### src/imutcf_pkg.sv
`timescale 1ns / 1ps
`default_nettype none
package imutcf_pkg;

  localparam int CORDIC_STEPS_DEF = 16;

  localparam int CFG_IDX_W = 8;
  localparam logic [CFG_IDX_W-1:0] REG_BLEND_ALPHA = 8'd0;
  localparam logic [CFG_IDX_W-1:0] REG_GYRO_GAIN   = 8'd1;

  localparam logic [15:0] ALPHA_RESET = 16'd64225;
  localparam logic [31:0] GAIN_RESET  = 32'd109951163;

  localparam int ROOT_W = 24;
  localparam int RAD_W  = 48;
  localparam int XY_W   = 28;
  localparam int Z_W    = 32;

  localparam int MA_W = 36;
  localparam int MB_W = 33;
  localparam int MP_W = 69;

  localparam logic signed [MB_W-1:0] DEG_MUL = 33'sd60078979;
  localparam logic signed [MP_W-1:0] HALF16  = {{(MP_W-16){1'b0}}, 1'b1, 15'b0};
  localparam logic signed [MP_W-1:0] HALF32  = {{(MP_W-32){1'b0}}, 1'b1, 31'b0};
  localparam logic signed [MP_W-1:0] SAT_MAX = {{(MP_W-31){1'b0}}, {31{1'b1}}};
  localparam logic signed [MP_W-1:0] SAT_MIN = {{(MP_W-31){1'b1}}, 31'b0};

  function automatic logic signed [Z_W-1:0] atan_lut(input logic [4:0] idx);
    logic signed [Z_W-1:0] v;
    unique case (idx)
      5'd0:  v = 32'sd843314856;
      5'd1:  v = 32'sd497837829;
      5'd2:  v = 32'sd263043836;
      5'd3:  v = 32'sd133525158;
      5'd4:  v = 32'sd67021686;
      5'd5:  v = 32'sd33543515;
      5'd6:  v = 32'sd16775850;
      5'd7:  v = 32'sd8388437;
      5'd8:  v = 32'sd4194282;
      5'd9:  v = 32'sd2097149;
      5'd10: v = 32'sd1048575;
      5'd11: v = 32'sd524287;
      5'd12: v = 32'sd262143;
      5'd13: v = 32'sd131071;
      5'd14: v = 32'sd65535;
      5'd15: v = 32'sd32767;
      5'd16: v = 32'sd16383;
      5'd17: v = 32'sd8191;
      5'd18: v = 32'sd4095;
      5'd19: v = 32'sd2047;
      5'd20: v = 32'sd1023;
      5'd21: v = 32'sd511;
      5'd22: v = 32'sd255;
      5'd23: v = 32'sd127;
      5'd24: v = 32'sd63;
      5'd25: v = 32'sd31;
      5'd26: v = 32'sd15;
      5'd27: v = 32'sd8;
      5'd28: v = 32'sd4;
      5'd29: v = 32'sd2;
      5'd30: v = 32'sd1;
      default: v = 32'sd0;
    endcase
    return v;
  endfunction

endpackage
`default_nettype wire

### src/imutcf_mul.sv
`timescale 1ns / 1ps
`default_nettype none
module imutcf_mul import imutcf_pkg::*; (
  input  wire logic                   clk,
  input  wire logic signed [MA_W-1:0] a,
  input  wire logic signed [MB_W-1:0] b,
  output logic signed [MP_W-1:0]      p_r
);

  logic signed [MP_W-1:0] p_nxt;

  assign p_nxt = MP_W'(a) * MP_W'(b);

  always_ff @(posedge clk) begin
    p_r <= p_nxt;
  end

endmodule
`default_nettype wire

### config.mk
export PLATFORM = sky130hd
export DESIGN_NAME = imutcf_mul
export DESIGN_NICKNAME = d
export VERILOG_FILES = /design/src/imutcf_pkg.sv /design/src/imutcf_mul.sv
export SDC_FILE = /design/constraint.sdc
export NUM_CORES = 2
export LEC_CHECK = 0
export ABC_AREA = 1
export BUFFER_PORTS_ARGS = -buffer_cell sky130_fd_sc_hd__buf_2
export CAP_MARGIN = 0
export CORE_UTILIZATION = 60
export DETAILED_ROUTE_END_ITERATION = 7
export GPL_TIMING_DRIVEN = 1
export HOLD_SLACK_MARGIN = 0.12
export PLACE_DENSITY_LB_ADDON = 0.08
export SLEW_MARGIN = 20
export SYNTH_ARGS = -nofsm -noshare
export SYNTH_HDL_FRONTEND = slang
export SYNTH_SLANG_ARGS = --single-unit
### constraint.sdc
create_clock -name clk -period 13.2 [get_ports clk]
set_input_delay 3.96 -clock clk [delete_from_list [all_inputs] [get_ports clk]]
set_output_delay 3.96 -clock clk [all_outputs]
set_load 0.05 [all_outputs]
# Word-level counts from Yosys, hierarchy flattened
# Cells that the tools add are included.
word_totals:
  register_bits: 69
  in_bits: 70
  output_inout_bits: 69
  word_cells: 2
classes:
  multipliers: 1
ops:
  columns: ["operator", "count"]
  rows:
  - ["$mul A36 B33 Y69", 1]

# Logic depth before layout (Yosys ltp)
depth:
  depth_word: 1
  mapped_depth: 33
  depth_no_buf: 31

# Worst setup path before layout
# OpenSTA, ideal clock, no wires.
synth_path:
  kind: "input-to-reg"
  start: "input b[1]"
  end: "register p_r[65]"
  setup_ns: 0.112
  arrival_time_ns: 10.720
  required_ns: 13.088
  slack_ns: 2.368
  cell_stages: 27
  path_buffers: 2
  cell_sequence: "clkbuf_1 -> clkbuf_1 -> nand2_1 -> inv_1 -> fa_1 -> fa_1 -> fa_1 -> fa_1 -> inv_1 -> fa_1 -> inv_1 -> fa_1 -> fa_1 -> inv_1 -> fa_1 -> inv_1 -> ha_1 -> a21oi_1 -> inv_1 -> nor2_1 -> o21ai_0 -> nand2_1 -> nand2_1 -> a21oi_1 -> nand2_1 -> nand2_1 -> nand2_1"
synth_between:
  elab_chain_len: 1
synth_lines:
  columns: ["element", "line", "text"]
  rows:
  - ["from (decl)", "imutcf_mul.sv:6", "input wire logic signed [MB_W-1:0] b,"]
  - ["$mul A36 B33 Y69", "imutcf_mul.sv:12", "assign p_nxt = MP_W'(a) * MP_W'(b);"]
  - ["via p_nxt[65]", "imutcf_mul.sv:10", "logic signed [MP_W-1:0] p_nxt;"]
  - ["to (signal assigned)", "imutcf_mul.sv:15", "p_r <= p_nxt;"]
  - ["to (decl)", "imutcf_mul.sv:7", "output logic signed [MP_W-1:0] p_r"]
# The timed path passes the listed nets, and every way through them passes these cells.

# Worst setup path in the final report
layout_path:
  start: "input a[35]"
  end: "register p_r[54]"
layout_between:
  elab_chain_len: 1
layout_lines:
  columns: ["element", "line", "text"]
  rows:
  - ["from (decl)", "imutcf_mul.sv:5", "input wire logic signed [MA_W-1:0] a,"]
  - ["$mul A36 B33 Y69", "imutcf_mul.sv:12", null]
  - ["via p_nxt[54]", "imutcf_mul.sv:10", null]
# The timed path passes the listed nets, and every way through them passes these cells.

==> impl_metrics.env <==
export IMPL_grt_usage_pct=35.7
export IMPL_cts_tree="built"
export IMPL_period_share_pct=86.5
export IMPL_setup_violations=0
export IMPL_reg_top3="p_r x69"
export IMPL_synth_edf_count=0
export IMPL_relSlewSlack_pct=25.0
export IMPL_io_pins=139
export IMPL_vias=35400
export IMPL_cp_end_kind="register"
export IMPL_cts_resized_gates=0
export IMPL_finalNetCount=7399
export IMPL_synth_nets=7499
export IMPL_path_max_fanout=16
export IMPL_design_area_um2=47800
export IMPL_grt_pass1_vias=38500
export IMPL_first_pass_iters=6
export IMPL_synth_seq_cells=69
export IMPL_tightest_slew_ns=1.13
export IMPL_gp_congestion=0.967
export IMPL_crit_path_frequent_cell="fa_1"
export IMPL_cp_slowest_cell="fa_1"
export IMPL_cts_sinks=69
export IMPL_holdBufCountCts=0
export IMPL_ys_types=31
export IMPL_rsz0062_at_grt="no"
export IMPL_fin_setup_tns_ns=0
export IMPL_fin_util_pct=62.7
export IMPL_worstHoldPathType="in -> reg"
export IMPL_cts_max_level=3
export IMPL_drv_slew=0
export IMPL_syn_to_final_growth_pct=3.10
export IMPL_synthTopCellsByCount="inv_1, nand2_1, fa_1, clkbuf_1, ha_1"
export IMPL_cts_root_buf="clkbuf_16"
export IMPL_largest_register="p_r"
export IMPL_worstPathArrival_ns=11.66
export IMPL_die_h_um=280
export IMPL_synth_cells=5968
export IMPL_holdCritStartpoint="b[0]"
export IMPL_hold_path_depth=4
export IMPL_synth_most_common_cell="inv_1"
export IMPL_cts_post_setup_buffers_inserted=0
export IMPL_drive_above_1_share_pct=3.92
export IMPL_synth_top_area_cell="fa_1"
export IMPL_synth_top_area_share_pct=53.5
export IMPL_die_area_um2=78300
export IMPL_placed_cell_area_um2=47500
export IMPL_grt_pass1_wl_um=212000
export IMPL_cts_buffers=9
export IMPL_ant_nets=0
export IMPL_yosysSeqAreaShare_pct=2.98
export IMPL_grt_ovfl_total=0
export IMPL_hpwl_um=108000
export IMPL_core_area_um2=76200
export IMPL_routed_wl_um=131000
export IMPL_critical_path_max_stage_delay_ns=0.95
export IMPL_fin_crit_ns=11.42
export IMPL_start_util_pct=60.8
export IMPL_synth_main_ff_cell="dfxtp_1"
export IMPL_synth_area_leaders="fa_1, inv_1, nand2_1"
export IMPL_avgSynthCellArea_um2=7.76
export IMPL_async_reset_ff_share_pct=0
export IMPL_clk_pin_slew_ns=0.06
export IMPL_drc=0
export IMPL_max_freq_mhz=87.6
export IMPL_first_iter_violations=2539
export IMPL_fp_dieW_um=280
export IMPL_path_buf_inv=8
export IMPL_grt_start_max_net_pins=37
export IMPL_ys_warn_count=0
export IMPL_required_ns=13.44
export IMPL_outcome="finished, final reports clean"
export IMPL_port_buffer_count=138
export IMPL_crit_type="in -> reg"
export IMPL_antenna_found_initial=3
export IMPL_cts_buffer_depth=2
export IMPL_avgRoutedWirePerCell_um=19.0
export IMPL_worstSetupStartpointType="input pin"
export IMPL_finalHoldViolCount=0
export IMPL_std_cell_rows=101
export IMPL_min_to="p_r[0]$_DFF_P_"
export IMPL_largest_reg_flops=69
export IMPL_path_delay_family="adder cells"
export IMPL_cap_viol_max_count=0
export IMPL_syn_cell_area_um2=46300
export IMPL_viasPerCell=5.12
-- routing by layer --
metal,vias up,routed length (um),GRT usage [%]
met3,339,9350,4.72
met4,4,6440,14.5
met1,17700,50400,45.1
li1,15900,-,-
met5,-,33,0
met2,1425,64800,62.1
-- layout by cell type (no fill, tap or decap), drive strengths merged, types with 4 or more instances in the layout --
master	synthesis	layout
xnor2	5	5
or2	7	7
fa	1238	1238
ha	223	223
nand3	78	78
o21ai	22	22
nor3	9	9
nor4	4	4
nor2	151	151
dfxtp	69	69
xor2	39	39
inv	2061	2061
clkinv	1	5
nand2	1691	1691
nand4	16	16
clkbuf	274	11
o21bai	9	9
a21oi	60	60
buf	1	164
-- layout make-up --
cell class              count  area [um2]
diodes                      2        5.00
clock inverters             5        35.0
flip-flops and latches     69        1380
fillers                  7041       28500
clock buffers              11         253
repair buffers            164         886
inverters                2062        7740
well taps                1030        1290
multi-input cells        3562       36200
-- worst max-delay path by stage --
stage / startpoint / to / slack (ns) / cells past startpoint
2_1_floorplan: b[1] / p_r[65]$_DFF_P_ / 2.37 / 27
3_3_place_gp: a[35] / p_r[65]$_DFF_P_ / 1.48 / 23
3_5_place_dp: a[35] / p_r[54]$_DFF_P_ / 1.42 / 25
4_1_cts: a[35] / p_r[54]$_DFF_P_ / 1.76 / 25
5_1_grt: a[35] / p_r[67]$_DFF_P_ / 1.32 / 25
6_report: a[35] / p_r[54]$_DFF_P_ / 1.78 / 25
-- tightest hold or removal path, stage by stage --
cell,delay [ns]
buf_2,0.15
buf_4,0.28
nand2_1,0.15
inv_1,0.04
-- metrics by stage --
stage               setup WS, ns  hold WS, ns  std cells
CTS                         1.76         4.31       6903
finish                      1.78         4.31       6905
floorplan                   2.37         4.28       5968
global route                1.32         4.30       6904
global placement            1.48         4.43       6887
detailed placement          1.42         4.43       6887
-- cells by family after synthesis --
family / after synthesis / synth area share [%]
and+or+nand+nor: 1962 / 16.6
buffers and inverters: 2337 / 18.9
AOI/OAI and AO/OA: 95 / 1.10
xor gates and xnor gates: 44 / 0.832
adders and majority gates: 1461 / 59.5
DFF: 69 / 2.98
Power is left out: the tool's default activity adds up to more than one toggle a clock period on the data nets, which glitch-free logic cannot reach.
