## config.mk

```make
export PLATFORM = sky130hd
export DESIGN_NAME = imutcf_cordic
export DESIGN_NICKNAME = d
export VERILOG_FILES = /design/src/imutcf_pkg.sv /design/src/imutcf_cordic.sv
export SDC_FILE = /design/constraint.sdc
export NUM_CORES = 1
export LEC_CHECK = 0
export ABC_CLOCK_PERIOD_IN_PS = 5900
export BUFFER_PORTS_ARGS = -buffer_cell sky130_fd_sc_hd__buf_4
export CAP_MARGIN = 20
export CELL_PAD_IN_SITES_DETAIL_PLACEMENT = 2
export CELL_PAD_IN_SITES_GLOBAL_PLACEMENT = 2
export CORE_MARGIN = 2
export CORE_UTILIZATION = 36
export DETAILED_ROUTE_END_ITERATION = 6
export PLACE_DENSITY = 0.87
export SLEW_MARGIN = 20
export SYNTH_ARGS = -nofsm -noshare
export SYNTH_HDL_FRONTEND = slang
export SYNTH_SLANG_ARGS = --single-unit
```

## constraint.sdc

```tcl
create_clock -name clk -period 5.9 [get_ports clk]
set_input_delay 0.885 -clock clk [delete_from_list [all_inputs] [get_ports clk]]
set_output_delay 0.885 -clock clk [all_outputs]
set_load 0.01 [all_outputs]
```

## src/imutcf_pkg.sv

```systemverilog
`timescale 1ns / 1ps
`default_nettype none
package imutcf_pkg;

  localparam int CORDIC_STEPS_DEF = 16;

  localparam int CFG_IDX_W = 8;
  localparam logic [CFG_IDX_W-1:0] REG_BLEND_ALPHA = 8'd0;
  localparam logic [CFG_IDX_W-1:0] REG_GYRO_GAIN   = 8'd1;

  localparam logic [15:0] ALPHA_RESET = 16'd64225;
  localparam logic [31:0] GAIN_RESET  = 32'd109951163;

  localparam int ROOT_W = 24;
  localparam int RAD_W  = 48;
  localparam int XY_W   = 28;
  localparam int Z_W    = 32;

  localparam int MA_W = 36;
  localparam int MB_W = 33;
  localparam int MP_W = 69;

  localparam logic signed [MB_W-1:0] DEG_MUL = 33'sd60078979;
  localparam logic signed [MP_W-1:0] HALF16  = {{(MP_W-16){1'b0}}, 1'b1, 15'b0};
  localparam logic signed [MP_W-1:0] HALF32  = {{(MP_W-32){1'b0}}, 1'b1, 31'b0};
  localparam logic signed [MP_W-1:0] SAT_MAX = {{(MP_W-31){1'b0}}, {31{1'b1}}};
  localparam logic signed [MP_W-1:0] SAT_MIN = {{(MP_W-31){1'b1}}, 31'b0};

  function automatic logic signed [Z_W-1:0] atan_lut(input logic [4:0] idx);
    logic signed [Z_W-1:0] v;
    unique case (idx)
      5'd0:  v = 32'sd843314856;
      5'd1:  v = 32'sd497837829;
      5'd2:  v = 32'sd263043836;
      5'd3:  v = 32'sd133525158;
      5'd4:  v = 32'sd67021686;
      5'd5:  v = 32'sd33543515;
      5'd6:  v = 32'sd16775850;
      5'd7:  v = 32'sd8388437;
      5'd8:  v = 32'sd4194282;
      5'd9:  v = 32'sd2097149;
      5'd10: v = 32'sd1048575;
      5'd11: v = 32'sd524287;
      5'd12: v = 32'sd262143;
      5'd13: v = 32'sd131071;
      5'd14: v = 32'sd65535;
      5'd15: v = 32'sd32767;
      5'd16: v = 32'sd16383;
      5'd17: v = 32'sd8191;
      5'd18: v = 32'sd4095;
      5'd19: v = 32'sd2047;
      5'd20: v = 32'sd1023;
      5'd21: v = 32'sd511;
      5'd22: v = 32'sd255;
      5'd23: v = 32'sd127;
      5'd24: v = 32'sd63;
      5'd25: v = 32'sd31;
      5'd26: v = 32'sd15;
      5'd27: v = 32'sd8;
      5'd28: v = 32'sd4;
      5'd29: v = 32'sd2;
      5'd30: v = 32'sd1;
      default: v = 32'sd0;
    endcase
    return v;
  endfunction

endpackage
`default_nettype wire

```

## src/imutcf_cordic.sv

```systemverilog
`timescale 1ns / 1ps
`default_nettype none
module imutcf_cordic import imutcf_pkg::*; #(
  parameter int STEPS = CORDIC_STEPS_DEF
) (
  input  wire logic                     clk,
  input  wire logic                     rst_n,
  input  wire logic                     start,
  input  wire logic [ROOT_W-1:0]        x0,
  input  wire logic signed [ROOT_W-1:0] y0,
  output logic                          done_r,
  output logic signed [31:0]            angle_r
);

  localparam int IW = $clog2(STEPS);

  logic signed [XY_W-1:0] x_r, y_r, dx, dy, x_nxt, y_nxt;
  logic signed [Z_W-1:0]  z_r, z_nxt;
  logic signed [Z_W:0]    z_rnd;
  logic [IW-1:0]          i_r;
  logic                   busy_r;
  logic                   zero_r;

  always_comb begin
    dx = x_r >>> i_r;
    dy = y_r >>> i_r;
    if (!y_r[XY_W-1]) begin
      x_nxt = x_r + dy;
      y_nxt = y_r - dx;
      z_nxt = z_r + atan_lut(5'(i_r));
    end else begin
      x_nxt = x_r - dy;
      y_nxt = y_r + dx;
      z_nxt = z_r - atan_lut(5'(i_r));
    end
    z_rnd = ((Z_W+1)'(z_nxt) + 33'sd2) >>> 2;
  end

  always_ff @(posedge clk) begin
    if (!rst_n) begin
      busy_r <= 1'b0;
      done_r <= 1'b0;
    end else begin
      done_r <= 1'b0;
      if (start) begin
        busy_r <= 1'b1;
        x_r    <= $signed({{(XY_W-ROOT_W){1'b0}}, x0});
        y_r    <= XY_W'(y0);
        z_r    <= '0;
        i_r    <= '0;
        zero_r <= (x0 == '0) && (y0 == '0);
      end else if (busy_r) begin
        x_r <= x_nxt;
        y_r <= y_nxt;
        z_r <= z_nxt;
        i_r <= i_r + IW'(1);
        if (i_r == IW'(STEPS - 1)) begin
          busy_r  <= 1'b0;
          done_r  <= 1'b1;
          angle_r <= zero_r ? 32'sd0 : z_rnd[31:0];
        end
      end
    end
  end

endmodule
`default_nettype wire

```

# --- Yosys cells after proc, flatten, opt, wreduce, memory -nomap -nowiden ---
# Memories as Yosys holds them, arrays and structs flattened. A register that Yosys moved wholly into a read port is not among the register bits.
# Cells that the tools add are included.
totals:
  register_bits: 126
  mem_bits_ro: 960
  inputBits: 51
  out_inout_bits: 33
  memories: 2
op_classes:
  add_sub_neg: 8
  n_eq_ne: 1
  n_shift: 2
  n_mux: 19
  n_bitwise: 3
  reduce_logical: 8
mem_list:
  columns: ["memory", "depth", "word_bits", "read_ports", "rd_ports_with_merged_regs", "write_ports", "line_no", "rtl"]
  rows:
  - ["(name not given)", 16, 30, 1, 1, 0, "imutcf_pkg.sv:31", "unique case (idx)"]
  - ["(name not given)", 16, 30, 1, 1, 0, "imutcf_pkg.sv:31", null]
op_table:
  columns: ["operator", "count"]
  rows:
  - ["28-bit 2-to-1 mux", 5]
  - ["32-bit 2-to-1 mux", 4]
  - ["28-bit adder", 2]
  - ["28-bit by 4-bit >>> shifter with 28-bit output", 2]
  - ["28-bit subtractor", 2]
  - ["24-bit logical NOT", 2]
  - ["32-bit by 3-bit adder with 33-bit output (second input constant)", 1]
  - ["32-bit adder", 1]
  - ["32-bit subtractor", 1]
  - ["24-bit 2-to-1 mux", 1]
  - ["4-bit 2-to-1 mux", 5]
  - ["4-bit by 1-bit adder with 4-bit output (second input constant)", 1]
  - ["4-bit == test (second input constant)", 1]
  - ["1-bit 2-to-1 mux", 4]
  - ["2-bit AND reduction", 2]
  - ["4-bit AND reduction", 1]
  - ["1-bit NOT", 3]
  - ["3-bit OR reduction", 1]
  - ["2-bit nonzero test", 1]
  - ["1-bit logical AND", 1]

# --- Depth between registers and ports, before layout ---
depth:
  ltp_word: 5
  ltp_mapped: 25

# --- Least setup slack after synthesis ---
# No wires, ideal clock.
synth_timing:
  kind: "reg-to-reg"
  start: "reg i_r[3]"
  end: "reg y_r[26], data pin"
  setup_time_ns: 0.267
  arrival_ns: 5.425
  required_ns: 5.633
  path_slack_ns: 0.209
  path_stages_with_launch: 22
  period_less_slack_ns: 5.691
  path_cell_list: "edfxtp_1 -> clkbuf_1 -> clkbuf_1 -> clkbuf_1 -> clkbuf_1 -> clkbuf_1 -> clkbuf_1 -> o21ai_0 -> ha_1 -> inv_1 -> o21ai_0 -> fa_1 -> a211o_1 -> a2111oi_0 -> nor3_1 -> o41ai_1 -> a21oi_1 -> o41ai_1 -> a21oi_1 -> a221oi_1 -> xnor2_1 -> o21ai_0"
synth_between:
  elab_chain_cells: 5
  word_cells_on_any_way: 6
synth_rtl:
  columns: ["item", "line_no", "rtl"]
  rows:
  - ["from (decl)", "imutcf_cordic.sv:20", "logic [IW-1:0] i_r;"]
  - ["from (signal assigned)", "imutcf_cordic.sv:56", "i_r <= i_r + IW'(1);"]
  - ["28-bit by 4-bit >>> shifter with 28-bit output *", "imutcf_cordic.sv:25", "dx = x_r >>> i_r;"]
  - ["28-bit subtractor / 28-bit adder (equally long branches)", "imutcf_cordic.sv:29, imutcf_cordic.sv:33", null]
  - ["28-bit 2-to-1 mux *", "imutcf_cordic.sv:27", "if (!y_r[XY_W-1]) begin"]
  - ["28-bit 2-to-1 mux *", "imutcf_cordic.sv:52", "end else if (busy_r) begin"]
  - ["28-bit 2-to-1 mux *", "imutcf_cordic.sv:45", "if (start) begin"]
  - ["to (signal assigned)", "imutcf_cordic.sv:48", "y_r <= XY_W'(y0);"]
  - ["to (signal assigned)", "imutcf_cordic.sv:54", "y_r <= y_nxt;"]
  - ["to (decl)", "imutcf_cordic.sv:17", "logic signed [XY_W-1:0] x_r, y_r, dx, dy, x_nxt, y_nxt;"]
# Every way passes the cells marked *; elsewhere a longest branch is shown, timed or not. The select of a mux whose other input is x is not followed.
# A chain may end at the register's enable or synchronous reset.

# --- Final worst setup path ---
layout_timing:
  start: "reg i_r[1]"
  end: "reg y_r[27], data pin"
# The elaborated chain is that of the path after synthesis.

==> impl_metrics.xml <==
<?xml version="1.0" encoding="UTF-8"?>
<metrics>
  <group name="route">
    <metric name="route.antenna.remaining_nets" unit="">0</metric>
    <metric name="post-route-drc-count" unit="">0</metric>
    <metric name="drt_pass1_iterations" unit="">5</metric>
    <metric name="vias" unit="">15400</metric>
    <metric name="drt-total-wl" unit="mm">66.6</metric>
    <metric name="vias_per_cell" unit="">6.27</metric>
    <metric name="initial_drt_markers" unit="">1182</metric>
    <metric name="routed_wire_length_per_instance" unit="µm">27.1</metric>
  </group>
  <group name="sta">
    <metric name="setup_repair_after_global_routing_missed_its_margin" unit="">true</metric>
    <metric name="final.hold.worst_slack" unit="ps">658</metric>
    <metric name="setup_total_negative_slack" unit="ps">0</metric>
    <metric name="fin_crit" unit="ps">5760</metric>
    <metric name="worst-slew-pin-transition" unit="ps">1020</metric>
    <metric name="number_of_setup_violations_in_the_final_report" unit="">0</metric>
    <metric name="headroom_to_the_max_slew_limit" unit="%">31.4</metric>
    <metric name="final-hold-violation-count" unit="">0</metric>
    <metric name="post-route-worst-setup-slack" unit="ps">137</metric>
    <metric name="min_period_over_period" unit="%">97.7</metric>
    <metric name="maxClockFrequency" unit="MHz">174</metric>
    <metric name="maxSlewViolCount" unit="">0</metric>
    <metric name="clock_skew" unit="ps">17.6</metric>
  </group>
  <group name="worst_hold_path">
    <metric name="min-delay-path-class" unit="">flop to flop</metric>
  </group>
  <group name="floorplanning">
    <metric name="floorplan.die.width" unit="µm">213</metric>
    <metric name="rows" unit="">76</metric>
    <metric name="initial_core_util" unit="%">36.4</metric>
    <metric name="placeable_core_region" unit="µm²">43100</metric>
    <metric name="die-height" unit="µm">213</metric>
    <metric name="io_pins" unit="">84</metric>
    <metric name="fp.dieArea" unit="µm²">45300</metric>
  </group>
  <group name="yosys">
    <metric name="fraction_of_registers_with_async_set_reset" unit="%">0</metric>
    <metric name="avgSynthCellArea" unit="µm²">8.83</metric>
    <metric name="post_synth_main_area_contributors" unit="">edfxtp_1, ha_1, mux4_2</metric>
    <metric name="synth_cell_type_count" unit="">85</metric>
    <metric name="syn-cell-area" unit="µm²">15700</metric>
    <metric name="synthesis.instances" unit="">1778</metric>
    <metric name="synth_enable_flop_cells" unit="">124</metric>
    <metric name="synth_largest_area_cell" unit="">edfxtp_1</metric>
    <metric name="synth_top_cells_by_count" unit="">nand2_1, nor2_1, a21oi_1</metric>
    <metric name="most_common_flop_cell_mapped_by_yosys" unit="">edfxtp_1</metric>
    <metric name="synth_top_area_share" unit="%">23.7</metric>
    <metric name="yosysSeqAreaShare" unit="%">27.7</metric>
    <metric name="number_of_register_bits_inferred_by_synthesis" unit="">155</metric>
    <metric name="synth_warnings" unit="">0</metric>
    <metric name="synth.net_count" unit="">1930</metric>
    <metric name="most_frequent_cell_after_synthesis" unit="">nand2_1</metric>
  </group>
  <group name="global_routing">
    <metric name="antenna_found_initial" unit="">1</metric>
    <metric name="grt_pass1_wl" unit="mm">98.2</metric>
    <metric name="groute.usage.overall" unit="%">28.2</metric>
    <metric name="grt_pass1_vias" unit="">16600</metric>
    <metric name="grt-ovfl-total" unit="">0</metric>
    <metric name="grt_start_max_net_pins" unit="">72</metric>
  </group>
  <group name="power_and_ir_drop">
    <metric name="p_leak" unit="µW">0.00716</metric>
    <metric name="switching_power" unit="µW">4090</metric>
    <metric name="comb_power_share" unit="%">64.6</metric>
    <metric name="share_clk_of_total_power" unit="%">14.2</metric>
    <metric name="vdd.ir_drop.worst" unit="V">0.000231</metric>
    <metric name="totalPowerFinal" unit="µW">8210</metric>
    <metric name="power.internal" unit="µW">4120</metric>
    <metric name="power_switching_share" unit="%">49.8</metric>
    <metric name="cellPowerDensity" unit="nW/µm²">457</metric>
    <metric name="power.sequential.fraction" unit="%">21.2</metric>
  </group>
  <group name="clock_tree">
    <metric name="tritoncts.num_buffers" unit="">17</metric>
    <metric name="clock_sink_count" unit="">155</metric>
    <metric name="clk_root_buffer_cell" unit="">clkbuf_16</metric>
    <metric name="number_of_buffers_on_the_longest_clock_path" unit="">2</metric>
    <metric name="number_of_h_tree_branching_levels" unit="">4</metric>
    <metric name="clk-insertion-delay-late" unit="ps">490</metric>
    <metric name="tritoncts" unit="">done</metric>
    <metric name="worst_setup_hold_path_clk_slew" unit="ps">80</metric>
    <metric name="cts_hold_repair.buffers" unit="">0</metric>
  </group>
  <group name="cells_and_area">
    <metric name="post_route_cells_drive_above_1_share" unit="%">18.6</metric>
    <metric name="filler_cell_count" unit="">4695</metric>
    <metric name="area_growth_syn_to_layout" unit="%">14.5</metric>
    <metric name="post-route-util" unit="%">41.7</metric>
    <metric name="fin_nets" unit="">2014</metric>
  </group>
  <group name="worst_setup_path">
    <metric name="cpMaxStageDelayCell" unit="">mux4_2</metric>
    <metric name="endpoint_type_of_the_worst_setup_path" unit="">flop</metric>
    <metric name="critical_path_class" unit="">flop to flop</metric>
    <metric name="crit_chain" unit="">buf_12 -&gt; buf_12 -&gt; mux4_2 -&gt; mux2i_1 -&gt; mux2_2 -&gt; nand4_1 -&gt; nand2b_1 -&gt; nor2_1 -&gt; nor2_1 -&gt; xnor2_1 -&gt; ha_1 -&gt; a21oi_1 -&gt; o21ai_0 -&gt; a21o_1 -&gt; a21oi_1 -&gt; o211ai_1 -&gt; a2111oi_1 -&gt; buf_4 -&gt; nor2_1 -&gt; a311o_1 -&gt; xnor3_1 -&gt; o21ai_0</metric>
    <metric name="timing.critical_path.arrival" unit="ps">5970</metric>
    <metric name="critical_path.startpoint_type" unit="">flop</metric>
    <metric name="crit_path_frequent_cell" unit="">nor2_1</metric>
    <metric name="timing.critical_path.fanout_max" unit="">37</metric>
    <metric name="max_stage_delay" unit="ps">590</metric>
    <metric name="worst_ep_required_time" unit="ps">6100</metric>
  </group>
  <group name="place">
    <metric name="place.gp.congestion" unit="">0.934</metric>
    <metric name="dpl.hpwl" unit="mm">47.1</metric>
    <metric name="buffer_ports.inserted" unit="">83</metric>
    <metric name="place_worst_setup_slack" unit="ps">-143</metric>
  </group>
  <group name="job">
    <metric name="maxCapViolCount" unit="">0</metric>
  </group>
  <group name="outcome">
    <metric name="status" unit="">complete, no violations</metric>
  </group>
</metrics>
placed cells by master, fill, tap and decap left out, drive strengths merged, types with 7 or more instances in the layout:
cell / n
a21boi: 7
and3: 20
o21ai: 124
or3: 21
a21o: 50
o31ai: 9
o211ai: 11
nand2: 169
dfxtp: 31
clkbuf: 17
edfxtp: 124
inv: 58
nor2b: 20
and2: 15
a21oi: 139
a31oi: 22
xnor2: 94
a211oi: 8
nor3b: 7
xor2: 60
nand2b: 20
nand4: 18
a311oi: 8
o21a: 23
nand3: 40
mux2i: 54
mux2: 48
nor4: 25
buf: 157
nor3: 47
mux4: 49
or2: 8
nor2: 166
ha: 98
clkinv: 7
critical path: cells and delay by family, from the launching register on:
family | cells | cell delay (ps)
buffers and inverters | 3 | 600
AOI/OAI and AO/OA | 8 | 1700
muxes | 3 | 1360
xor gates and xnor gates | 2 | 340
and+or+nand+nor | 5 | 660
adders and majority gates | 1 | 350
DFF | 1 | 420
final cells by class:
class                           instances  area [µm²]  share of cell area, %
Antenna cell                            1        2.50                 0.0139
Clock buffer                           17         425                   2.37
Clock inverter                         15         148                  0.822
Inverter                               50         189                   1.05
Multi-Input combinational cell       1481       10900                   60.7
Sequential cell                       155        4340                   24.2
Tap cell                              585         732                   4.07
Timing Repair Buffer                  157        1220                   6.80
metrics by stage:
| stage | cells | instance area [µm²] |
|---|---|---|
| 2_1_floorplan | 1778 | 15700 |
| 3_3_place_gp | 2424 | 17200 |
| 3_5_place_dp | 2424 | 17200 |
| 4_1_cts | 2458 | 17800 |
| 5_1_grt | 2460 | 18000 |
| 6_report | 2461 | 18000 |
path summary, 6_finish.rpt:
| path | startpoint | to | slack, ps | cells after the start |
|---|---|---|---|---|
| worst max register to register | i_r[1] | y_r[27] | 140 | 22 |
| worst max-delay path | i_r[1] | y_r[27] | 140 | 22 |
| worst min-delay path | busy_r | done_r | 660 | 2 |
| worst min register to register | busy_r | done_r | 660 | 2 |
what timing repair did:
action                                 4_1_cts  5_1_grt
endpoints found under the hold margin        0        0
setup endpoints to repair                    7       25
resized for setup                            5       35
cloned                                       0        0
buffers inserted                             2        2
pin swaps                                    0        1
routing by layer:
layer | global-route usage, % | wire length [µm] | up-vias
li1 | - | - | 6813
met1 | 34.0 | 26600 | 7793
met2 | 49.0 | 32600 | 620
met3 | 5.41 | 4350 | 208
met4 | 12.2 | 3090 | 0
met5 | 0 | 0 | -
power by group through the flow:
| stage | logic (µW) | clock network, µW | registers, µW |
|---|---|---|---|
| 3_5_place_dp | 4960 | 0 | 1710 |
| 4_1_cts | 5080 | 1170 | 1700 |
| 5_1_grt | 5740 | 1210 | 1740 |
| 6_report | 5300 | 1170 | 1740 |
| 2_1_floorplan | 3580 | 0 | 1590 |
| 3_3_place_gp | 4590 | 0 | 1700 |
cells by family (layout without fill, tap and decap cells):
kind of cell    after synthesis  count (layout)  share of synthesized area, %
compound gates              473             473                          19.0
fa+ha+maj                   101             101                          8.20
mux                         151             151                          13.9
other cells                   0               1                             0
simple gates                601             601                          18.6
flops                       155             155                          27.7
xor+xnor                    155             155                          8.74
buf+inv                     142             239                          3.82
No activity file was read; power rests on OpenSTA's default activity.
