## src/imutcf_pkg.sv

```systemverilog
`timescale 1ns / 1ps
`default_nettype none
package imutcf_pkg;

  localparam int CORDIC_STEPS_DEF = 16;

  localparam int CFG_IDX_W = 8;
  localparam logic [CFG_IDX_W-1:0] REG_BLEND_ALPHA = 8'd0;
  localparam logic [CFG_IDX_W-1:0] REG_GYRO_GAIN   = 8'd1;

  localparam logic [15:0] ALPHA_RESET = 16'd64225;
  localparam logic [31:0] GAIN_RESET  = 32'd109951163;

  localparam int ROOT_W = 24;
  localparam int RAD_W  = 48;
  localparam int XY_W   = 28;
  localparam int Z_W    = 32;

  localparam int MA_W = 36;
  localparam int MB_W = 33;
  localparam int MP_W = 69;

  localparam logic signed [MB_W-1:0] DEG_MUL = 33'sd60078979;
  localparam logic signed [MP_W-1:0] HALF16  = {{(MP_W-16){1'b0}}, 1'b1, 15'b0};
  localparam logic signed [MP_W-1:0] HALF32  = {{(MP_W-32){1'b0}}, 1'b1, 31'b0};
  localparam logic signed [MP_W-1:0] SAT_MAX = {{(MP_W-31){1'b0}}, {31{1'b1}}};
  localparam logic signed [MP_W-1:0] SAT_MIN = {{(MP_W-31){1'b1}}, 31'b0};

  function automatic logic signed [Z_W-1:0] atan_lut(input logic [4:0] idx);
    logic signed [Z_W-1:0] v;
    unique case (idx)
      5'd0:  v = 32'sd843314856;
      5'd1:  v = 32'sd497837829;
      5'd2:  v = 32'sd263043836;
      5'd3:  v = 32'sd133525158;
      5'd4:  v = 32'sd67021686;
      5'd5:  v = 32'sd33543515;
      5'd6:  v = 32'sd16775850;
      5'd7:  v = 32'sd8388437;
      5'd8:  v = 32'sd4194282;
      5'd9:  v = 32'sd2097149;
      5'd10: v = 32'sd1048575;
      5'd11: v = 32'sd524287;
      5'd12: v = 32'sd262143;
      5'd13: v = 32'sd131071;
      5'd14: v = 32'sd65535;
      5'd15: v = 32'sd32767;
      5'd16: v = 32'sd16383;
      5'd17: v = 32'sd8191;
      5'd18: v = 32'sd4095;
      5'd19: v = 32'sd2047;
      5'd20: v = 32'sd1023;
      5'd21: v = 32'sd511;
      5'd22: v = 32'sd255;
      5'd23: v = 32'sd127;
      5'd24: v = 32'sd63;
      5'd25: v = 32'sd31;
      5'd26: v = 32'sd15;
      5'd27: v = 32'sd8;
      5'd28: v = 32'sd4;
      5'd29: v = 32'sd2;
      5'd30: v = 32'sd1;
      default: v = 32'sd0;
    endcase
    return v;
  endfunction

endpackage
`default_nettype wire

```

## src/imutcf_sqrt.sv

```systemverilog
`timescale 1ns / 1ps
`default_nettype none
module imutcf_sqrt import imutcf_pkg::*; (
  input  wire logic              clk,
  input  wire logic              rst_n,
  input  wire logic              start,
  input  wire logic [RAD_W-1:0]  n,
  output logic                   done_r,
  output logic [ROOT_W-1:0]      root_r
);

  logic [RAD_W-1:0]  n_r;
  logic [ROOT_W+1:0] rem_r;
  logic [4:0]        cnt_r;
  logic              busy_r;
  logic [ROOT_W+3:0] rem_sh;
  logic [ROOT_W+3:0] trial;

  assign rem_sh = {rem_r, n_r[RAD_W-1 -: 2]};
  assign trial  = {2'b00, root_r, 2'b01};

  always_ff @(posedge clk) begin
    if (!rst_n) begin
      busy_r <= 1'b0;
      done_r <= 1'b0;
    end else begin
      done_r <= 1'b0;
      if (start) begin
        busy_r <= 1'b1;
        n_r    <= n;
        rem_r  <= '0;
        root_r <= '0;
        cnt_r  <= '0;
      end else if (busy_r) begin
        n_r <= {n_r[RAD_W-3:0], 2'b00};
        if (rem_sh >= trial) begin
          rem_r  <= (ROOT_W+2)'(rem_sh - trial);
          root_r <= {root_r[ROOT_W-2:0], 1'b1};
        end else begin
          rem_r  <= rem_sh[ROOT_W+1:0];
          root_r <= {root_r[ROOT_W-2:0], 1'b0};
        end
        cnt_r <= cnt_r + 5'd1;
        if (cnt_r == 5'(ROOT_W - 1)) begin
          busy_r <= 1'b0;
          done_r <= 1'b1;
        end
      end
    end
  end

endmodule
`default_nettype wire

```

## config.mk

```make
export PLATFORM = sky130hd
export DESIGN_NAME = imutcf_sqrt
export DESIGN_NICKNAME = d
export VERILOG_FILES = /design/src/imutcf_pkg.sv /design/src/imutcf_sqrt.sv
export SDC_FILE = /design/constraint.sdc
export NUM_CORES = 1
export LEC_CHECK = 0
export BUFFER_PORTS_ARGS = -buffer_cell sky130_fd_sc_hd__buf_2
export CORE_MARGIN = 2
export CORE_UTILIZATION = 50
export CTS_CLUSTER_DIAMETER = 60
export DETAILED_ROUTE_END_ITERATION = 10
export PLACE_DENSITY = 0.71
export REMOVE_ABC_BUFFERS = 1
export SLEW_MARGIN = 20
export SYNTH_ARGS = -nofsm -noshare
export SYNTH_HDL_FRONTEND = slang
export SYNTH_SLANG_ARGS = --single-unit
```

## constraint.sdc

```tcl
create_clock -name clk -period 5.8 [get_ports clk]
set_input_delay 0.29 -clock clk [delete_from_list [all_inputs] [get_ports clk]]
set_output_delay 0.29 -clock clk [all_outputs]
set_load 0.1 [all_outputs]
```

---- Word level (Yosys, flattened, before mapping) ----
Cells that the tools add are included.
cells by class
  $add $sub $neg .......................... 2
  magnitude comparators ................... 1
  equality and inequality tests ........... 1
  mux-type cells .......................... 11
  bitwise logic cells ..................... 2
  reductions and logical operators ........ 3
operators by type and width
  cell                   number
  $mux W48               2
  $mux W26               2
  $ge A28 B26 Y1         1
  $sub A26 B26 Y26       1
  $mux W24               1
  $add A5 B1 Y5 const B  1
  $eq A5 B5 Y1 const B   1
  $mux W1                5
  $mux W5                1
  $reduce_or A3 Y1       1
  $not A1 Y1             2
  $reduce_and A2 Y1      1
  $reduce_bool A2 Y1     1
storage, ports and cells
  bits in registers ....................... 105
  input bits .............................. 51
  output and inout bits ................... 25
  logic and storage cells ................. 26

---- Logic depth before layout (Yosys ltp) ----
Gate-level depths: netlist of run 1.
  depth in word-level cells ............... 4
  depth in mapped cells ................... 12

---- Worst setup path before layout of run 1 ----
Ideal clock, no wire load.
  path type ............................... input port to flip-flop
  from .................................... input start
  to ...................................... register cnt_r[0], enable pin
  data arrival time ....................... 2.985 ns
  data required time ...................... 5.329 ns
  setup slack ............................. 2.345 ns
  stages .................................. 2
  path buffers ............................ 1
  cells stage by stage .................... buf_1 -> o21a_1
on the way
  cells in the longest elaborated chain, start to end .. 2
RTL lines
  element                       line               source
  start, declared               imutcf_sqrt.sv:6   input wire logic start,
  $reduce_bool A2 Y1 (no line)  n/a
  $reduce_and A2 Y1 (no line)   n/a
  end signal, assigned          imutcf_sqrt.sv:43  cnt_r <= cnt_r + 5'd1;
  end, declared                 imutcf_sqrt.sv:14  logic [4:0] cnt_r;
No other way between the ends.
A chain may end at the register's enable or synchronous reset.

---- Worst setup path in the final report of run 1 ----
  from .................................... register root_r[13]
  to ...................................... register rem_r[25], data pin
on the way
  cells in the longest elaborated chain, start to end .. 3
RTL lines
  element                                             line                                  source
  start, declared                                     imutcf_sqrt.sv:9                      output logic [ROOT_W-1:0] root_r
  start signal, assigned                              imutcf_sqrt.sv:38                     root_r <= {root_r[ROOT_W-2:0], 1'b1};
  start signal, assigned                              imutcf_sqrt.sv:41                     root_r <= {root_r[ROOT_W-2:0], 1'b0};
  $sub A26 B26 Y26 or $ge A28 B26 Y1 (tied branches)  imutcf_sqrt.sv:37, imutcf_sqrt.sv:36
  $mux W26 (*)                                        imutcf_sqrt.sv:36                     if (rem_sh >= trial) begin
  $mux W26 (*)                                        imutcf_sqrt.sv:34                     end else if (busy_r) begin
  end signal, assigned                                imutcf_sqrt.sv:37                     rem_r <= (ROOT_W+2)'(rem_sh - trial);
  end signal, assigned                                imutcf_sqrt.sv:40                     rem_r <= rem_sh[ROOT_W+1:0];
  end, declared                                       imutcf_sqrt.sv:13                     logic [ROOT_W+1:0] rem_r;
Mark *: on every way between the ends. The rest lies on a longest branch, timed or not. The select of a mux whose other input is x is not followed.

==> results by group, run 1 <==
Timing
  • Achievable frequency: approximately 0.36 GHz
  • Hold WS: 0.1928 ns
  • Worst Skew: 0.01003 ns
  • Hold Vio Cnt, Final: 0
  • Slew Limit Fails: 0
  • Slew headroom: 33.45%
  • Period utilisation layout: 47.98%
  • Min Tclk post-route: 2.783 ns
  • Setup violators final: 0
  • RSZ-0062 raised after global routing: no
  • TNS Setup: 0 ns
  • Worst-Margin Slew: 0.9982 ns

Logic synthesis
  • Cell count after synthesis: 479
  • Seq/Total Area, Yosys: a little over half
  • Leading post-synthesis cells by cell area: edfxtp_1 (53%), mux2_2 (8.9%), ha_1 (5.8%), nor2_1 (4.1%), xnor2_1 (2.9%)
  • Synth cell types: 52
  • Most frequent cell after synthesis: edfxtp_1
  • Post-synth EDFFs: 103
  • Post-synthesis register bit count: 105
  • Syn avg cell area: 12.13 um^2
  • Cell taking the most area after synthesis: edfxtp_1
  • Post-synth top cells: edfxtp_1 (103), nor2_1 (64), mux2_2 (46)
  • Post-synth top area share: 53.22%
  • Main flop type after synthesis: edfxtp_1
  • Post-synth ARST share: 0%
  • Mapped cell area: 5812 um^2
  • Yosys warns: 0

Setup path
  • Delay-heaviest family, CP: compound AO/OA/AOI/OAI gates
  • Stages on the worst setup path: 10
  • Slowest-stage cell, CP: ha_1
  • Data arrival, critical path: 2.87 ns
  • Worst stage delay on the critical path: roughly 0.40 ns
  • Critical path launch point type: flip-flop
  • Crit path capture type: flip-flop
  • Most used cell, CP: a21o_1
  • Peak fanout along the critical path: 30
  • Worst Reg-to-Reg Cells: 10
  • CP cell instances: inv_1 > ha_1 > a21o_1 > a21o_1 > o32ai_4 > o211ai_4 > nand3_4 > nand2_4 > nand4_1 > o221ai_1
  • Setup CP Type: reg2reg
  • Worst Path Buf+Inv: 1
  • Critical path required time: 5.89 ns

Outcome
  • Outcome: finished clean

Detailed routing
  • Antenna-violating nets left: 0
  • Drt total wl: 10.81 mm
  • Drt pass-1 iters: 6
  • Remaining DRCs: 0
  • Via count: 3,815
  • Starting DRT DRC Count: roughly 220
  • Routed len/inst: 15.55 um
  • Post-DR vias/cell: 5.489

Placed design
  • Placed cell count: 679
  • Port Buffers: 75
  • GPL Wtd Cong: 0.9031
  • Hpwl dp: between 7 and 8 mm

Cells and area
  • Fraction of layout cells with a size suffix above 1: 28.44%
  • ANT cells: 0
  • Nets: 625
  • Register area: roughly 3100 um^2
  • Footprint of the multi-input gates: between 2000 and 2500 um^2
  • Non-Filler Instances: 695
  • Filler instances: 982
  • Area grow syn2layout: 12.90%

Hold path
  • Worst hold path stage count: 2
  • Worst hold-check path type: in2reg

Clocking
  • Post-CTS Setup Inserts: 0
  • Number of CTS-inserted buffers: 9
  • # resized after CTS: 0
  • CTS tree: built
  • Reg clk slew, reported paths: roughly 0.070 ns
  • Hold_buf cts: 0
  • Clk root buf: clkbuf_16
  • Clock tree buffer depth: 2
  • Worst-Skew Late Latency: around 0.36 ns
  • Clk sinks: roughly 110
  • # H-tree levels: 3

Global routing
  • Global Route Usage Sum: between 10% and 20%
  • Initial antenna violation count: 0
  • Largest net degree at the start of global routing: 90
  • Wire length of the first global-routing pass: 18.47 mm
  • Vias in the first global route: 3,941
  • Total grt overflow: 0

Run
  • Max Cap Viol: 0

Floorplan
  • # rows: 39
  • I/O pin cnt: 76
  • Die Span X: 111.8 um
  • Total core area: 11,370 um^2
  • Die area: 12,500 um^2
  • Die Y: 111.8 um
  • Starting Density: 51.12%

Power
  • Pwr dens: 309.8 nW/um^2
  • Pleak: 2.650 nW
  • Peak VDD IR: 0.0001997 V
layout by cell type, fill, tap and decap left out, types with 15 or more instances in the layout:
cell and n:
nor2_1 64, xnor2_1 19, buf_2 74, nand2_1 25, a21oi_1 27, ha_1 27, inv_1 27, mux2_2 46
edfxtp_1 103, mux2i_1 15
layout make-up:
type / instances / share of cell area (%)
clock buffer: 9 / 3.432
clock inverter: 7 / 0.7056
inverter: 27 / 1.545
multi-input combinational: 327 / 37.85
sequential: 105 / 47.75
tap: 143 / 2.727
timing repair buffer: 77 / 5.988
worst reg2reg max path: cells and delay by family (launching register included):
| family | cells | cell delay, ns |
|---|---|---|
| adders and majority gates | 1 | 0.40 |
| buffers and inverters | 1 | 0.06 |
| DFF | 1 | 0.34 |
| and+or+nand+nor | 3 | 0.66 |
| AOI/OAI and AO/OA | 5 | 1.07 |
sequential cells by signal, indices dropped and copies added, names as in the netlist:
signal	flops
cnt_r	5
rem_r	26
n_r	48
done_r	1
busy_r	1
root_r	24
path summary, 6_finish.rpt:
path | start | endpoint | slack (ns)
max | root_r[13] | rem_r[25] | 3.02
min | rst_n | done_r | 0.19
max reg2reg | root_r[13] | rem_r[25] | 3.02
min reg2reg | busy_r | done_r | 0.50
metrics by stage:
stage          util, %  total power [mW]  cell area (um^2)  setup WS, ns
2_1_floorplan        -             1.363              5710         2.617
3_3_place_gp     55.32             1.461              6290         3.093
3_5_place_dp     55.32             1.477              6290         3.008
4_1_cts          57.71             2.051              6561         3.005
5_1_grt          57.71             2.139              6561         2.849
6_report         57.71             2.033              6561         3.017
power breakdown:
part	total [mW]	internal, mW	switching (mW)	leakage, nW
clock	0.570	0.290	0.280	0.131
sequential	0.939	0.912	0.0264	1.01
combinational	0.523	0.201	0.322	1.51
cells by family after synthesis:
| family | Yosys count | share of synthesized area [%] |
|---|---|---|
| AND/OR/NAND/NOR | 130 | 10.36 |
| flip-flops | 105 | 53.91 |
| AO/OA/AOI/OAI | 83 | 11.02 |
| multiplexers | 61 | 11.50 |
| buffers and inverters | 47 | 3.488 |
| adder cells (fa/ha/maj) | 27 | 5.813 |
| XOR/XNOR | 26 | 3.918 |
routing by layer:
| metal | vias to the layer above | track usage, % | part of all wire, % |
|---|---|---|---|
| li1 | 1891 | - | - |
| met1 | 1803 | 23.59 | 44 |
| met2 | 101 | 29.21 | 47 |
| met3 | 20 | 4.790 | 5.9 |
| met4 | 0 | 9.218 | 2.6 |
| met5 | - | 0 | 0 |
Note: power is estimated with default switching activity, not from simulation.
==> run 2, diff against run 1 <==
- clock period: 5.8 -> 2.61 ns (I/O delays scaled with it)
==> run 2 against run 1 <==
Sequential share of layout area decreased by 1.7 points. Total power increased by 130%. Worst setup slack got worse by 2.9 ns. Fmax increased by 13%. Sequential power increased by 120%. Register-to-register slack got worse by 2.9 ns. Via count increased by 0.97%.
==> results by group, run 2 (same netlist as run 1, synthesis figures left out) <==
Cells and area
  • Biggest regs: n_r: 48 flops, rem_r: 26 flops, root_r: 24 flops
  • Reg with most FFs: n_r
  • Register area: between 3000 and 4000 um^2
  • Non-Filler Instances: 708
  • Area grow syn2layout: 16.96%
  • Most common cell after layout, fill and taps aside: edfxtp_1
  • Fin area: 6798 um^2
  • Filler instances: ~950
  • ANT cells: 0
  • Nets: roughly 640
  • Final Core Density: 59.79%
  • Fraction of layout cells with a size suffix above 1: 32.04%
  • Footprint of the multi-input gates: approximately 2500 um^2
  • Most frequent cells in the layout: edfxtp_1 (103), buf_2 (74), nor2_1 (63)
  • Max reg flops: 48

Placed design
  • GPL Wtd Cong: 0.8801
  • Placed cell count: 692
  • Port Buffers: 75
  • Area post-placement: 6437 um^2
  • Hpwl dp: around 7.4 mm

Setup path
  • Worst Reg-to-Reg Cells: 10
  • Peak fanout along the critical path: 14
  • Setup CP Type: reg2reg
  • Critical path required time: 2.70 ns
  • Setup slack, reg-to-reg: 0.15 ns
  • Crit path capture type: flip-flop
  • Capturing point of the worst reg2reg path: rem_r[3]
  • Critical path launch point type: flip-flop
  • Data arrival, critical path: approximately 2.5 ns
  • RR Startpoint: rem_r[15]

Global routing
  • Global Route Usage Sum: 17.69%
  • Wire length of the first global-routing pass: 17.97 mm
  • Largest net degree at the start of global routing: approximately 100
  • Busiest grt layer: met2
  • Met3 usage: 4.355%
  • Met2 Use GR: 28.08%
  • Grt met1 use: 23.59%
  • Vias in the first global route: around 4,000
  • Initial antenna violation count: 0
  • Total grt overflow: 0

Floorplan
  • Die Span X: roughly 110 um
  • Die area: 12,500 um^2
  • Starting Density: about half
  • # rows: 39
  • I/O pin cnt: 76
  • Die Y: 111.8 um
  • Total core area: around 11,000 um^2

Clocking
  • Clk sinks: 105
  • Worst-Skew Late Latency: 0.35 ns
  • Number of CTS-inserted buffers: 9
  • Clk root buf: clkbuf_16
  • CTS tree: built
  • # H-tree levels: 3
  • Hold_buf cts: 0
  • Clock tree buffer depth: 2
  • Reg clk slew, reported paths: 0.07 ns

Timing
  • Hold Vio Cnt, Final: 0
  • Setup violators final: 0
  • Worst-Margin Slew: 0.5035 ns
  • Period utilisation layout: 94.07%
  • Worst Skew: 0.007119 ns
  • Slew Limit Fails: 0
  • Min Tclk post-route: 2.455 ns
  • Achievable frequency: 0.4073 GHz
  • Slew headroom: between 60% and 70%

Detailed routing
  • Drt pass-1 iters: 4
  • Antenna-violating nets left: 0
  • Post-DR vias/cell: 5.441
  • Via count: 3,852
  • Starting DRT DRC Count: between 200 and 300
  • Routed len/inst: between 15 and 20 um
  • Remaining DRCs: 0
  • Drt total wl: 10.63 mm

Outcome
  • Outcome: finished clean

Hold path
  • Hold wc startpoint: rst_n
  • Worst hold-check path type: in2reg
  • Worst Hold End: done_r
  • Worst hold path stage count: 2

Power
  • Pwr dens: 685.2 nW/um^2
  • Pleak: 2.765 nW
  • Peak VDD IR: around 0.00044 V

Run
  • Max Cap Viol: 0
## run 2: cell types whose count changed in the layout (fill, tap and decap cells not counted), sizes merged
cell      before  now
buf           77   91
bufinv         0    1
clkbuf         9   10
clkinv         5    4
clkinvlp       1    0
inv           28   27
## run 2: metrics by stage
| step | hold WS [ns] | TNS (ns) | worst slack, ns | power, mW |
|---|---|---|---|---|
| 6_report | 0.04622 | 0 | 0.1549 | 4.658 |
| 2_1_floorplan | 0.2830 | -65.79 | -0.5726 | 3.029 |
| 3_5_place_dp | 0.4017 | 0 | 0.08631 | 3.331 |
| 5_1_grt | 0.06278 | -0.002253 | -0.002253 | 4.900 |
| 4_1_cts | 0.03616 | 0 | 0.07921 | 4.651 |
| 3_3_place_gp | 0.4035 | 0 | 0.1390 | 3.304 |
## run 2: power breakdown
| part | switching, mW | internal [mW] |
|---|---|---|
| combinational | 0.737 | 0.515 |
| sequential | 0.0593 | 2.03 |
| clock | 0.581 | 0.738 |
## run 2: worst max path at each step
stage	from	end	slack (ns)	depth (start not counted)
5_1_grt	root_r[19]	rem_r[5]	-0.002	11
3_3_place_gp	root_r[13]	rem_r[3]	0.14	11
6_report	rem_r[15]	rem_r[3]	0.15	10
3_5_place_dp	root_r[14]	rem_r[9]	0.09	11
4_1_cts	root_r[14]	rem_r[9]	0.08	11
2_1_floorplan	root_r[13]	rem_r[25]	-0.57	10
## run 2: timing repair
action                     in CTS  in global routing
gates resized for setup         0                 16
setup endpoints to repair       0                 18
buffers inserted                0                  1
## run 2: worst max-delay path: stages (launching register included)
cell      delay, ns
edfxtp_1       0.39
ha_1           0.38
nand2_1        0.16
nor3_4         0.23
nand2_1        0.11
o211ai_4       0.23
nand3_4        0.11
nand2_4        0.12
buf_12         0.15
mux2i_1        0.25
nor2_1         0.06
## run 2: area by class of cell
class | count | area share (%)
Inverter | 27 | 1.491
Sequential cell | 105 | 46.09
Multi-Input combinational cell | 327 | 37.51
Timing Repair Buffer | 91 | 8.062
Clock inverter | 5 | 0.8467
Clock buffer | 10 | 3.368
Tap cell | 143 | 2.632
## run 2: per-layer routing
layer	vias to the layer above	share of wire [%]
li1	1920	-
met1	1829	46
met2	86	47
met3	17	5.5
met4	0	2.0
met5	-	0
==> run 3, diff against run 2 <==
- PLACE_DENSITY: 0.71 -> 0.83
==> run 3 against run 2 <==
First-iteration DRC count shrank 19%. Largest cell class unchanged. Total power grew 1.7%. Clock skew shrank 0.0020 ns. Flip-flop and latch count is the same. Fmax shrank 1.8%. Worst setup slack lost 0.045 ns. Utilization grew 0.99 points. Sequential share of layout area shrank 0.75 points.
==> results by group, run 3 (same netlist as run 1, synthesis figures left out) <==
Outcome
  • Outcome: finished clean

Setup path
  • Delay-heaviest family, CP: compound AO/OA/AOI/OAI gates
  • Slowest-stage cell, CP: ha_2
  • Setup CP Type: reg2reg
  • Crit path capture type: flip-flop
  • Critical path required time: 2.69 ns
  • Critical path launch point type: flip-flop
  • Worst stage delay on the critical path: 0.42 ns
  • Worst Path Buf+Inv: 1
  • CP cell instances: ha_2 > o211ai_1 > a21oi_2 > buf_4 > o21a_1 > a21oi_2 > o21ai_0 > a31oi_1 > xor2_1 > a211oi_2
  • Most used cell, CP: a21oi_2
  • Peak fanout along the critical path: 7
  • Data arrival, critical path: 2.58 ns

Floorplan
  • I/O pin cnt: 76
  • Die Span X: 111.8 um
  • Total core area: 11,370 um^2
  • # rows: 39
  • Die area: 12,500 um^2
  • Die Y: 111.8 um
  • Starting Density: 51.12%

Run
  • Max Cap Viol: 0

Cells and area
  • ANT cells: 0
  • Area grow syn2layout: 18.90%
  • Reg with most FFs: n_r
  • Max reg flops: 48
  • Fin area: just under 7000 um^2
  • Filler instances: 934
  • Footprint of the multi-input gates: 2608 um^2
  • Register area: 3133 um^2
  • Nets: 642
  • Most frequent cells in the layout: edfxtp_1 (103), buf_2 (74), nor2_1 (64)
  • Most common cell after layout, fill and taps aside: edfxtp_1
  • Biggest regs: n_r: 48 flops, rem_r: 26 flops, root_r: 24 flops
  • Fraction of layout cells with a size suffix above 1: 33.92%

Placed design
  • Pre-CTS WS: 0.09816 ns
  • Port Buffers: 75
  • Area post-placement: 6462 um^2
  • GPL Wtd Cong: 0.9011
  • Hpwl dp: slightly below 8 mm

Timing
  • Min Tclk post-route: 2.500 ns
  • Worst-Margin Slew: 0.5099 ns
  • Worst Skew: 0.005129 ns
  • Hold Vio Cnt, Final: 0
  • Slew Limit Fails: 0
  • TNS Setup: 0 ns
  • Achievable frequency: 0.4000 GHz
  • Final WS setup: approximately 0.11 ns
  • Hold WS: between 0.05 and 0.06 ns
  • Period utilisation layout: a little over nine tenths
  • Setup violators final: 0
  • Slew headroom: around two thirds

Global routing
  • Largest net degree at the start of global routing: 104
  • Busiest grt layer: met2
  • Met2 Use GR: 30.30%
  • Met3 usage: 6.206%
  • Vias in the first global route: 4,050
  • Total grt overflow: 0
  • Grt met1 use: between 20% and 30%
  • Wire length of the first global-routing pass: 18.66 mm
  • Global Route Usage Sum: 18.46%
  • Initial antenna violation count: 0

Clocking
  • Clock tree buffer depth: 2
  • # H-tree levels: 3
  • Clk root buf: clkbuf_16
  • Worst-Skew Late Latency: around 0.35 ns
  • CTS tree: built
  • Hold_buf cts: 0
  • Number of CTS-inserted buffers: 9
  • Reg clk slew, reported paths: 0.07 ns
  • Clk sinks: between 100 and 150

Detailed routing
  • Drt pass-1 iters: 4
  • Remaining DRCs: 0
  • Antenna-violating nets left: 0
  • Post-DR vias/cell: about 5.5
  • Starting DRT DRC Count: ~210
  • Routed len/inst: between 15 and 20 um
  • Drt total wl: 11.37 mm
  • Via count: 3,933

Power
  • Pleak: about 2.8 nW
  • Pwr dens: 685.6 nW/um^2
  • Total power: 4.737 mW
  • Peak VDD IR: 0.0003902 V

Hold path
  • Worst hold-check path type: in2reg
run 3: cell types whose count changed in the layout (fill, tap and decap cells not counted), sizes merged:
cell / change
buf: +3
clkbuf: -1
clkinvlp: +1
inv: +1
run 3: layer usage:
| metal | vias up | share of wire [%] |
|---|---|---|
| met5 | - | 0 |
| met4 | 0 | 1.5 |
| met3 | 17 | 7.7 |
| met2 | 121 | 49 |
| met1 | 1866 | 42 |
| li1 | 1929 | - |
run 3: path summary, 6_finish.rpt:
path / slack (ns) / from / end / depth (start not counted)
setup / recovery: 0.11 / rem_r[3] / rem_r[16] / 10
hold reg to reg: 0.50 / busy_r / done_r / 1
setup reg to reg: 0.11 / rem_r[3] / rem_r[16] / 10
hold / removal: 0.05 / rst_n / done_r / 2
run 3: cell type report:
cell class                 count  area share, %
clock inverter                 7         0.9958
tap                          143          2.589
clock buffer                   9          3.259
sequential                   105          45.34
inverter                      27          1.467
timing repair buffer          94          8.618
multi-input combinational    327          37.73
run 3: power breakdown:
part | total, mW | internal (mW) | switching (mW) | leakage (nW)
clock network | 1.35 | 0.742 | 0.609 | 0.143
registers | 2.09 | 2.03 | 0.0640 | 1.01
logic | 1.30 | 0.541 | 0.755 | 1.62
run 3: what timing repair did:
item / in CTS / in global routing
gates resized for setup: 0 / 25
endpoints found under the hold margin: 0 / 0
setup endpoints to repair: 0 / 20
buffers inserted: 0 / 4
run 3: through the flow:
step / util (%) / instances
global placement: 56.84 / 692
floorplan: - / 459
detailed placement: 56.84 / 692
CTS: 59.43 / 708
global route: 60.78 / 712
finish: 60.78 / 712
